`config.mk`:
```
export PLATFORM = sky130hd
export DESIGN_NAME = block_crc32_hamming_check_top
export DESIGN_NICKNAME = d
export VERILOG_FILES = /design/src/sv/bchc_pkg.sv /design/src/sv/bchc_judge.sv /design/src/sv/block_crc32_hamming_check_top.sv
export SDC_FILE = /design/constraint.sdc
export NUM_CORES = 1
export LEC_CHECK = 0
export BUFFER_PORTS_ARGS = -buffer_cell sky130_fd_sc_hd__buf_2
export CAP_MARGIN = 20
export CORE_MARGIN = 1.5
export CORE_UTILIZATION = 64
export DETAILED_ROUTE_END_ITERATION = 16
export HOLD_SLACK_MARGIN = 0.06
export PLACE_DENSITY_LB_ADDON = 0.1
export SLEW_MARGIN = 5
export SYNTH_ARGS = -nofsm -noshare
export SYNTH_HDL_FRONTEND = slang
export SYNTH_SLANG_ARGS = --single-unit
```
`constraint.sdc`:
```
create_clock -name clk -period 30.2 [get_ports clk]
set_input_delay 4.53 -clock clk [delete_from_list [all_inputs] [get_ports clk]]
set_output_delay 4.53 -clock clk [all_outputs]
set_load 0.01 [all_outputs]
```
`src/sv/bchc_pkg.sv`:
```
`default_nettype none

package bchc_pkg;

	localparam int unsigned MAX_BLOCK_BYTES = 4096;
	localparam int unsigned CNT_W = $clog2(MAX_BLOCK_BYTES + 2);
	localparam int unsigned POS_W = 16;
	localparam int unsigned PIDX_W = 5;
	localparam int unsigned OFS_W = 15;

	localparam logic [31:0] CRC_SEED = ~32'h0;
	localparam logic [31:0] CRC_POLY = 32'hEDB8_8320;
	localparam logic [POS_W-1:0] POS_RESET = POS_W'(3);
	localparam logic [PIDX_W-1:0] PIDX_RESET = PIDX_W'(2);

	localparam logic [1:0] ST_CRC_OK = 2'd0;
	localparam logic [1:0] ST_LOCATED = 2'd1;
	localparam logic [1:0] ST_NO_FIX = 2'd2;
	localparam logic [1:0] ST_TOO_LONG = 2'd3;

	// Hamming walk state: parity, code position of the next data bit and
	// exponent of the next power of two to skip.
	typedef struct packed {
		logic [POS_W-1:0] parity;
		logic [POS_W-1:0] ncp;
		logic [PIDX_W-1:0] npi;
	} pos_state_t;

	// Block summary, captured on the last beat.
	typedef struct packed {
		logic [31:0] crc;
		logic [POS_W-1:0] ecc;
		logic [POS_W-1:0] ncp;
		logic too_long;
		logic [31:0] stored_crc;
		logic [POS_W-1:0] stored_ecc;
	} blk_sum_t;

	typedef struct packed {
		logic match;
		logic [1:0] status;
		logic [OFS_W-1:0] offset;
	} verdict_t;

	function automatic logic [31:0] crc_byte(input logic [31:0] crc, input logic [7:0] b);
		logic [31:0] c;
		logic low;
		c = crc;
		for (int k = 0; k < 8; k++) begin
			low = c[0] ^ b[k];
			c = c >> 1;
			if (low) begin
				c = c ^ CRC_POLY;
			end
		end
		return c;
	endfunction

	function automatic pos_state_t pos_byte(input pos_state_t st, input logic [7:0] b);
		pos_state_t r;
		logic [POS_W-1:0] nxt;
		r = st;
		for (int k = 0; k < 8; k++) begin
			if (b[k]) begin
				r.parity = r.parity ^ r.ncp;
			end
			nxt = r.ncp + POS_W'(1);
			// skip the parity slot at the next power of two
			if (r.npi < PIDX_W'(POS_W) && nxt == (POS_W'(1) << r.npi)) begin
				nxt = nxt + POS_W'(1);
				r.npi = r.npi + PIDX_W'(1);
			end
			r.ncp = nxt;
		end
		return r;
	endfunction

endpackage

`default_nettype wire

```
`src/sv/bchc_judge.sv`:
```
`default_nettype none

module bchc_judge (
	input wire bchc_pkg::blk_sum_t sum,
	output bchc_pkg::verdict_t verdict
);
	import bchc_pkg::*;

	logic [POS_W-1:0] syn;
	logic [POS_W-1:0] msb;
	logic single;
	logic past;
	logic [POS_W-1:0] ofs;

	assign syn = sum.ecc ^ sum.stored_ecc;
	assign single = (syn & (syn - POS_W'(1))) == '0;
	assign past = syn >= sum.ncp;

	// highest set bit of the syndrome
	always_comb begin
		msb = '0;
		for (int i = 1; i < POS_W; i++) begin
			if (syn[i]) begin
				msb = POS_W'(i);
			end
		end
	end

	assign ofs = syn - POS_W'(2) - msb;

	always_comb begin
		verdict.match = (sum.crc == sum.stored_crc);
		verdict.offset = '0;
		if (sum.too_long) begin
			verdict.status = ST_TOO_LONG;
		end else if (verdict.match) begin
			verdict.status = ST_CRC_OK;
		end else if (single || past) begin
			verdict.status = ST_NO_FIX;
		end else begin
			verdict.status = ST_LOCATED;
			verdict.offset = ofs[OFS_W-1:0];
		end
	end

endmodule

`default_nettype wire

```
`src/sv/block_crc32_hamming_check_top.sv`:
```
`default_nettype none

// Block CRC32 and Hamming syndrome checker.
// Throughput: one byte beat per cycle unless in_stall holds the input; the CRC and Hamming walk
// for all eight bits of a byte run in the single accumulator stage.
// Output: after the last beat is taken, the block passes through the block summary
// register, then the result register, which drives the verdict outputs.
// Reset: accumulators go to seed (CRC all ones, parity 0, position 3), pipeline empties.
module block_crc32_hamming_check_top (
	input wire logic clk,
	input wire logic arst_n,
	input wire logic in_valid,
	output logic in_stall,
	input wire logic [7:0] data_byte,
	input wire logic last,
	input wire logic [31:0] stored_crc,
	input wire logic [15:0] stored_ecc,
	output logic out_valid,
	input wire logic out_stall,
	output logic [31:0] crc_value,
	output logic [15:0] ecc_value,
	output logic crc_match,
	output logic [1:0] status,
	output logic [14:0] fix_bit_offset
);
	import bchc_pkg::*;

	// Running accumulators for the block in flight.
	logic [31:0] crc_q;
	pos_state_t pos_q;
	logic [CNT_W-1:0] count_q;

	// Block summary stage and result register.
	blk_sum_t sum_s1;
	logic valid_s1;
	logic out_valid_q;
	logic [31:0] crc_value_q;
	logic [POS_W-1:0] ecc_value_q;
	verdict_t verdict_q;

	logic in_acc;
	logic out_load;
	logic absorb;
	logic [31:0] crc_nx;
	pos_state_t pos_nx;
	pos_state_t pos_reset;
	logic [CNT_W-1:0] count_nx;
	verdict_t verdict;

	// Result register frees up when empty or when its beat leaves.
	assign out_load = !out_valid_q || !out_stall;
	// Hold input only while a finished summary cannot move on.
	assign in_stall = valid_s1 && !out_load;
	assign in_acc = in_valid && !in_stall;

	// Bytes past the limit are not absorbed; the count saturates at limit+1.
	assign absorb = count_q < CNT_W'(MAX_BLOCK_BYTES);
	assign crc_nx = absorb ? crc_byte(crc_q, data_byte) : crc_q;
	assign pos_nx = absorb ? pos_byte(pos_q, data_byte) : pos_q;
	assign count_nx = absorb ? count_q + CNT_W'(1) : CNT_W'(MAX_BLOCK_BYTES + 1);

	assign pos_reset = '{parity: '0, ncp: POS_RESET, npi: PIDX_RESET};

	always_ff @(posedge clk or negedge arst_n) begin
		if (!arst_n) begin
			crc_q <= CRC_SEED;
			pos_q <= '{parity: '0, ncp: POS_RESET, npi: PIDX_RESET};
			count_q <= '0;
		end else if (in_acc) begin
			if (last) begin
				// reload for the next block
				crc_q <= CRC_SEED;
				pos_q <= pos_reset;
				count_q <= '0;
			end else begin
				crc_q <= crc_nx;
				pos_q <= pos_nx;
				count_q <= count_nx;
			end
		end
	end

	// Capture the block summary on the last beat.
	always_ff @(posedge clk or negedge arst_n) begin
		if (!arst_n) begin
			valid_s1 <= 1'b0;
		end else if (in_acc && last) begin
			valid_s1 <= 1'b1;
		end else if (out_load) begin
			valid_s1 <= 1'b0;
		end
	end

	always_ff @(posedge clk) begin
		if (in_acc && last) begin
			sum_s1.crc <= crc_nx;
			sum_s1.ecc <= pos_nx.parity;
			sum_s1.ncp <= pos_nx.ncp;
			sum_s1.too_long <= !absorb;
			sum_s1.stored_crc <= stored_crc;
			sum_s1.stored_ecc <= stored_ecc;
		end
	end

	bchc_judge u_judge (
		.sum(sum_s1),
		.verdict(verdict)
	);

	// Result register: advance when free, drop the beat once taken.
	always_ff @(posedge clk or negedge arst_n) begin
		if (!arst_n) begin
			out_valid_q <= 1'b0;
		end else if (out_load) begin
			out_valid_q <= valid_s1;
		end
	end

	always_ff @(posedge clk) begin
		if (out_load && valid_s1) begin
			crc_value_q <= sum_s1.crc;
			ecc_value_q <= sum_s1.ecc;
			verdict_q <= verdict;
		end
	end

	assign out_valid = out_valid_q;
	assign crc_value = crc_value_q;
	assign ecc_value = ecc_value_q;
	assign crc_match = verdict_q.match;
	assign status = verdict_q.status;
	assign fix_bit_offset = verdict_q.offset;

endmodule

`default_nettype wire
```
==> results of run 1 <==
## cell type report
| cell class | instances | area share [%] |
|---|---|---|
| multi-input cells | 2362 | 61.4 |
| flip-flops and latches | 263 | 28.0 |
| repair buffers | 157 | 3.33 |
| clock buffers | 32 | 2.58 |
| well taps | 511 | 2.38 |
| inverters | 119 | 1.67 |
| clock inverters | 13 | 0.569 |
| diodes | 1 | 0.00933 |
## layout by cell type, fill, tap and decap left out, types with 27 or more instances in the layout
cell type and instances:
a21oi_1 106, a22o_1 27, a22oi_1 30, a31oi_1 29, and2_1 32, and3_1 42
buf_2 127, buf_4 28, dfrtp_1 48, dfstp_2 35, edfxtp_1 179, ha_1 96
inv_1 108, mux2_2 36, mux2i_1 36, nand2_1 318, nand3_1 115, nand4_1 57
nor2_1 192, nor3_1 83, nor4_1 38, o21ai_0 159, o22a_1 32, xnor2_1 297
xor2_1 84
## Yosys cell counts, drive strengths merged (27+ instances only)
cell	count	area share, %
o21ai	185	3.8
a21oi	109	2.2
nand3	118	2.4
clkbuf	84	1.3
xor2	89	3.1
a22o	27	0.96
inv	115	1.7
and3	42	1.1
o211ai	27	0.86
buf	39	0.76
dfstp	35	3.7
a211oi	29	0.99
o22a	32	1.1
ha	96	4.9
mux2i	36	1.5
and2	32	0.81
nand2	320	4.9
nor4	53	1.9
dfrtp	49	5.0
a31oi	29	0.73
nor2	200	3.1
edfxtp	179	22
a22oi	30	0.91
nor3	89	1.9
mux2	38	1.7
nand4	60	1.6
xnor2	303	11
## critical path: cells and delay by family, from the launching register on
family	cells	cell delay, ns
adder cells (fa/ha/maj)	8	2.72
XOR/XNOR	9	2.86
multiplexers	1	0.28
buffers and inverters	2	0.32
AND/OR/NAND/NOR	48	15.03
AO/OA/AOI/OAI	21	6.40
flip-flops	1	0.77
## stage by stage
| step | std cells | setup slack (ns) | utilization [%] |
|---|---|---|---|
| after floorplan | 2867 | 4.52 | - |
| after global placement | 3402 | 1.43 | 67.9 |
| after detailed placement | 3402 | 0.146 | 67.9 |
| after CTS | 3447 | 0.0415 | 70.1 |
| after global routing | 3457 | 0.00357 | 70.9 |
| final | 3458 | 1.47 | 70.9 |
## worst paths after layout
path | start | depth (start not counted) | to | slack, ns
max in group asynchronous | arst_n | 3 | crc_q[12] | 25.43
min reg2reg | sum_s1[92] | 0 | crc_value[11] | 0.47
min | sum_s1[92] | 0 | crc_value[11] | 0.47
max reg2reg | pos_q[5] | 89 | sum_s1[53] | 1.47
min in group asynchronous | arst_n | 1 | pos_q[20] | 3.80
max | pos_q[5] | 89 | sum_s1[53] | 1.47
## registers in the layout, summed over array words and instances (netlist names)
signal          flops
status              2
valid_s1            1
fix_bit_offset     15
crc_q              32
count_q            13
crc_match           1
ecc_value          16
crc_value          32
out_valid           1
pos_q              37
sum_s1            113
## cells by family after synthesis
family,after synthesis
adders and majority gates,100
muxes,74
xor gates and xnor gates,403
buffers and inverters,242
DFF,263
and+or+nand+nor,1097
AOI/OAI and AO/OA,688
## per-layer routing
metal | GRT usage (%) | wire length [µm] | up-vias
met2 | 64.8 | 36700 | 1435
met3 | 4.39 | 6810 | 319
li1 | - | - | 10702
met1 | 50.1 | 31700 | 11190
met4 | 20.1 | 4390 | 4
met5 | 0 | 29 | -
## what timing repair did
item / 4_1_cts / 5_1_grt
resized for setup: 0 / 30
buffers inserted: 0 / 7
setup endpoints to repair: 0 / 47
==> flow_metrics.py, run 1 <==
metrics = {
    "clock_network": {
        "clkLatencyLatePin_ns": 0.53,
        "cts_tree": "built",
        "cts_sinks": 263,
        "cts.htree.levels": 1,
        "hold_buffers": 0,
        "cts-root-buf": "clkbuf_16",
        "cts_buffers": 25,
        "cts.clk_slew.worst_paths_ns": 0.07,
        "clock_path_buffers": 3,
    },
    "place": {
        "placed_area_mm2": 0.0257,
        "io_buffers": 128,
        "gp_congestion": 1.01,
        "dp_hpwl_mm": 59.4,
    },
    "route": {
        "routed_wl_mm": 79.7,
        "first_iter_violations": 2775,
        "viasPerCell": 6.84,
        "routedWlPerCell_um": 23.0,
        "drcViolationCount": 0,
        "ant_nets": 0,
        "drtPass1Iterations": 8,
        "dr_total_vias": 23650,
    },
    "critical_path": {
        "crit_type": "flop to flop",
        "cp-start-kind": "flop",
        "end_kind": "flop",
        "cp_data_required_time_ns": 30.48,
        "cp_max_fo": 17,
        "cp.arrival_ns": 29.01,
        "cpMaxStageDelayCell": "dfstp_2",
        "critPathMaxStageDelay_ns": 0.77,
    },
    "logic_synthesis": {
        "muxShareOfSynthArea_pct": 3.18,
        "synth.cell_area_mm2": 0.0248,
        "synth_top_family_by_area": "simple AND/OR/NAND/NOR gates",
        "synth_xor_area_share_pct": 15.0,
        "syn-num-nets": 3025,
        "ys_warn_count": 0,
        "synth_fa_ha_area_share_pct": 5.05,
        "yosysSeqAreaShare_pct": 30.4,
        "synthFlopType": "edfxtp_1",
        "ys_ff_latch": 263,
        "syn_avg_cell_area_um2": 8.63,
        "yosys.area_share.simple_pct": 23.1,
        "synth_compound_area_share_pct": 19.5,
        "async_flop_share_pct": 31.9,
        "synthCells": 2867,
        "synth_edf_count": 179,
        "yosysUniqueCellTypes": 113,
    },
    "finish": {
        "fill_cells": 2973,
        "nets": 3086,
        "final-seq-area_mm2": 0.00752,
        "final_cell_area_mm2": 0.0268,
        "syn2layout_area_growth_pct": 8.38,
        "drive_gt1_share_pct": 13.1,
        "multi_input_area_mm2": 0.0165,
    },
    "sta": {
        "rsz0062_at_grt": "no",
        "setup_tns_ns": 0,
        "finalCritPeriodShare_pct": 95.1,
        "fin_crit_ns": 28.73,
        "finalHoldViolCount": 0,
        "worstMarginPinSlew_ns": 1.14,
        "relSlewSlack_pct": 23.9,
        "slew_violations": 0,
        "setup_viol": 0,
        "holdWs_ns": 0.471,
        "finClkSkew_ns": 0.0144,
        "max_freq_ghz": 0.0348,
    },
    "global_route": {
        "grt_max_degree": 114,
        "grt_use_total_pct": 39.0,
        "grt_pass1_vias": 22003,
        "overflow": 0,
        "grt_first_pass_wirelength_mm": 122,
        "antenna_found_initial": 2,
    },
    "floorplan": {
        "die-area_mm2": 0.0399,
        "start_util_pct": 65.4,
        "pin_count": 129,
        "coreArea_mm2": 0.0378,
        "die_w_um": 200,
        "die-height_um": 200,
        "fp-row-count": 71,
    },
    "run": {
        "drv_cap": 0,
    },
    "outcome": {
        "outcome": "finished, final reports clean",
    },
    "hold_path": {
        "hold_class": "flop to flop",
    },
}
Power of run 1 is not shown: default switching activity piles up to over one toggle a cycle in this logic, so the estimate is an artifact.
==> run 2: changes to the inputs <==
--- a/config.mk
+++ b/config.mk
@@ -5,6 +5,7 @@
 export SDC_FILE = /design/constraint.sdc
 export NUM_CORES = 1
 export LEC_CHECK = 0
+export ABC_AREA = 1
 export BUFFER_PORTS_ARGS = -buffer_cell sky130_fd_sc_hd__buf_2
 export CAP_MARGIN = 20
 export CORE_MARGIN = 1.5
==> run 2 against run 1 <==
Fmax grew 44%. Setup slack gained 8.8 ns. Clock skew grew 0.0094 ns. Count of clock-buffer cells in the layout shrank 2. Flip-flop and latch count is the same.
==> flow_metrics.py, run 2 <==
metrics = {
    "route": {
        "routed_wl_mm": 77.0,
        "drtPass1Iterations": 9,
        "dr_total_vias": 23399,
        "viasPerCell": 5.86,
        "first_iter_violations": 2506,
        "drcViolationCount": 0,
        "routedWlPerCell_um": 19.3,
        "ant_nets": 0,
    },
    "critical_path": {
        "cp_max_fo": 13,
        "path_buf_inv": 8,
        "end_kind": "flop",
        "cpMostUsedCell": "nand2_1",
        "crit_type": "flop to flop",
        "cp-start-kind": "flop",
        "critPathMaxStageDelay_ns": 0.72,
        "crit_family": "simple AND/OR/NAND/NOR gates",
        "cpMaxStageDelayCell": "xor2_1",
        "cp_data_required_time_ns": 30.48,
        "r2r_cells": 104,
        "worst-path-stages": 104,
        "cp.arrival_ns": 20.25,
    },
    "logic_synthesis": {
        "async_flop_share_pct": 31.9,
        "synth_top_area_share_pct": 22.2,
        "synth.largest_area_cell": "edfxtp_1",
        "synthCells": 3356,
        "syn-num-nets": 3514,
        "syn_avg_cell_area_um2": 7.21,
        "synthTopCellsByArea": "edfxtp_1, nand2_1, inv_1, xor2_1, nand3_1",
        "synthFlopType": "edfxtp_1",
        "yosysUniqueCellTypes": 69,
        "synth_most_common_cell": "nand2_1",
        "yosysSeqAreaShare_pct": 31.1,
        "synth_commonest_cells": "nand2_1, inv_1, nor2_1, nand3_1, xor2_1",
        "ys_warn_count": 0,
        "synth.cell_area_mm2": 0.0242,
        "ys_ff_latch": 263,
        "synth_edf_count": 179,
    },
    "finish": {
        "syn2layout_area_growth_pct": 7.59,
        "nets": 3620,
        "max_flop_register": "sum_s1",
        "largestRegisters": "sum_s1 (113), pos_q (37)",
        "layout_commonest_cell": "nand2_1",
        "fill_cells": 3007,
        "final_cell_mix": "nand2_1, inv_1, nor2_1, nand3_1, xor2_1",
        "largest_reg_flops": 113,
        "drive_gt1_share_pct": 14.4,
    },
    "sta": {
        "max_freq_ghz": 0.0501,
        "fin_crit_ns": 19.97,
        "setup_viol": 0,
        "rsz0062_at_grt": "no",
        "worstMarginPinSlew_ns": 1.07,
        "finalCritPeriodShare_pct": 66.1,
        "relSlewSlack_pct": 28.7,
        "slew_violations": 0,
        "finClkSkew_ns": 0.0238,
        "finalHoldViolCount": 0,
        "setup_tns_ns": 0,
    },
    "global_route": {
        "grt_max_degree": 78,
        "overflow": 0,
        "antenna_found_initial": 3,
        "grt_pass1_vias": 22308,
        "grt_use_total_pct": 39.1,
        "grt_first_pass_wirelength_mm": 119,
    },
    "clock_network": {
        "cts.clk_slew.worst_paths_ns": 0.07,
        "clkLatencyLatePin_ns": 0.55,
        "cts_tree": "built",
        "clock_path_buffers": 3,
        "hold_buffers": 0,
        "cts.htree.levels": 1,
        "cts-root-buf": "clkbuf_16",
        "cts-resized-gates": 0,
        "cts_setup_buffers": 0,
        "cts_sinks": 263,
        "cts_buffers": 25,
    },
    "hold_path": {
        "whs_path_depth": 0,
        "hold_class": "flop to flop",
    },
    "outcome": {
        "outcome": "finished, final reports clean",
    },
    "floorplan": {
        "die-area_mm2": 0.0390,
        "coreArea_mm2": 0.0374,
        "start_util_pct": 64.7,
        "die-height_um": 197,
        "die_w_um": 197,
        "fp-row-count": 71,
        "pin_count": 129,
    },
    "place": {
        "gp_congestion": 1.04,
        "dp_hpwl_mm": 59.0,
        "io_buffers": 128,
    },
    "run": {
        "drv_cap": 0,
    },
}
run 2: changes by cell type in the layout (fill, tap and decap cells not counted), moves of 70 or more:
cell	change
nand2_1	+539
inv_1	+359
xnor2_1	-180
nand3_1	+158
nor2_1	+136
xor2_1	+106
nand2_2	+89
a21oi_1	-76
o21ai_0	-70
run 2: path summary, 6_finish.rpt:
check | from | slack [ns] | to
max | pos_q[5] | 10.23 | sum_s1[52]
min | sum_s1[66] | 0.48 | ecc_value[1]
max reg2reg | pos_q[5] | 10.23 | sum_s1[52]
min reg2reg | sum_s1[66] | 0.48 | ecc_value[1]
max in group asynchronous | arst_n | 25.17 | pos_q[29]
min in group asynchronous | arst_n | 3.84 | count_q[1]
run 2: area by class of cell:
| class | instances | area [µm²] | area share (%) |
|---|---|---|---|
| diodes | 1 | 2.50 | 0.00962 |
| well taps | 511 | 639 | 2.46 |
| inverters | 520 | 1970 | 7.57 |
| repair buffers | 136 | 703 | 2.70 |
| multi-input cells | 2516 | 14300 | 55.1 |
| clock buffers | 30 | 676 | 2.60 |
| flip-flops and latches | 263 | 7520 | 28.9 |
| clock inverters | 15 | 166 | 0.640 |
run 2: kinds of logic after synthesis:
| family | count (synthesis) | synth area share [%] |
|---|---|---|
| simple gates | 1859 | 36.5 |
| buf+inv | 577 | 9.68 |
| flops | 263 | 31.1 |
| fa+ha+maj | 97 | 5.05 |
| compound gates | 247 | 6.06 |
| xor+xnor | 313 | 11.6 |
run 2: metrics by stage:
step	area [µm²]	hold WS, ns	instances	setup WS [ns]	utilization (%)
after floorplan	24200	0.433	3356	15.68	-
after global placement	25200	0.450	3946	11.21	67.3
after detailed placement	25200	0.458	3946	10.70	67.3
after CTS	26000	0.474	3991	10.56	69.6
after global routing	26000	0.491	3991	8.32	69.6
final	26000	0.478	3992	10.23	69.6
run 2: layer usage:
metal	vias to the layer above	wire length, µm	GRT usage, %
li1	10978	-	-
met4	4	4070	19.8
met5	-	27	0
met2	1360	36500	67.3
met1	10764	29600	47.7
met3	293	6760	5.40
Power of run 2 is left out for the same reason.
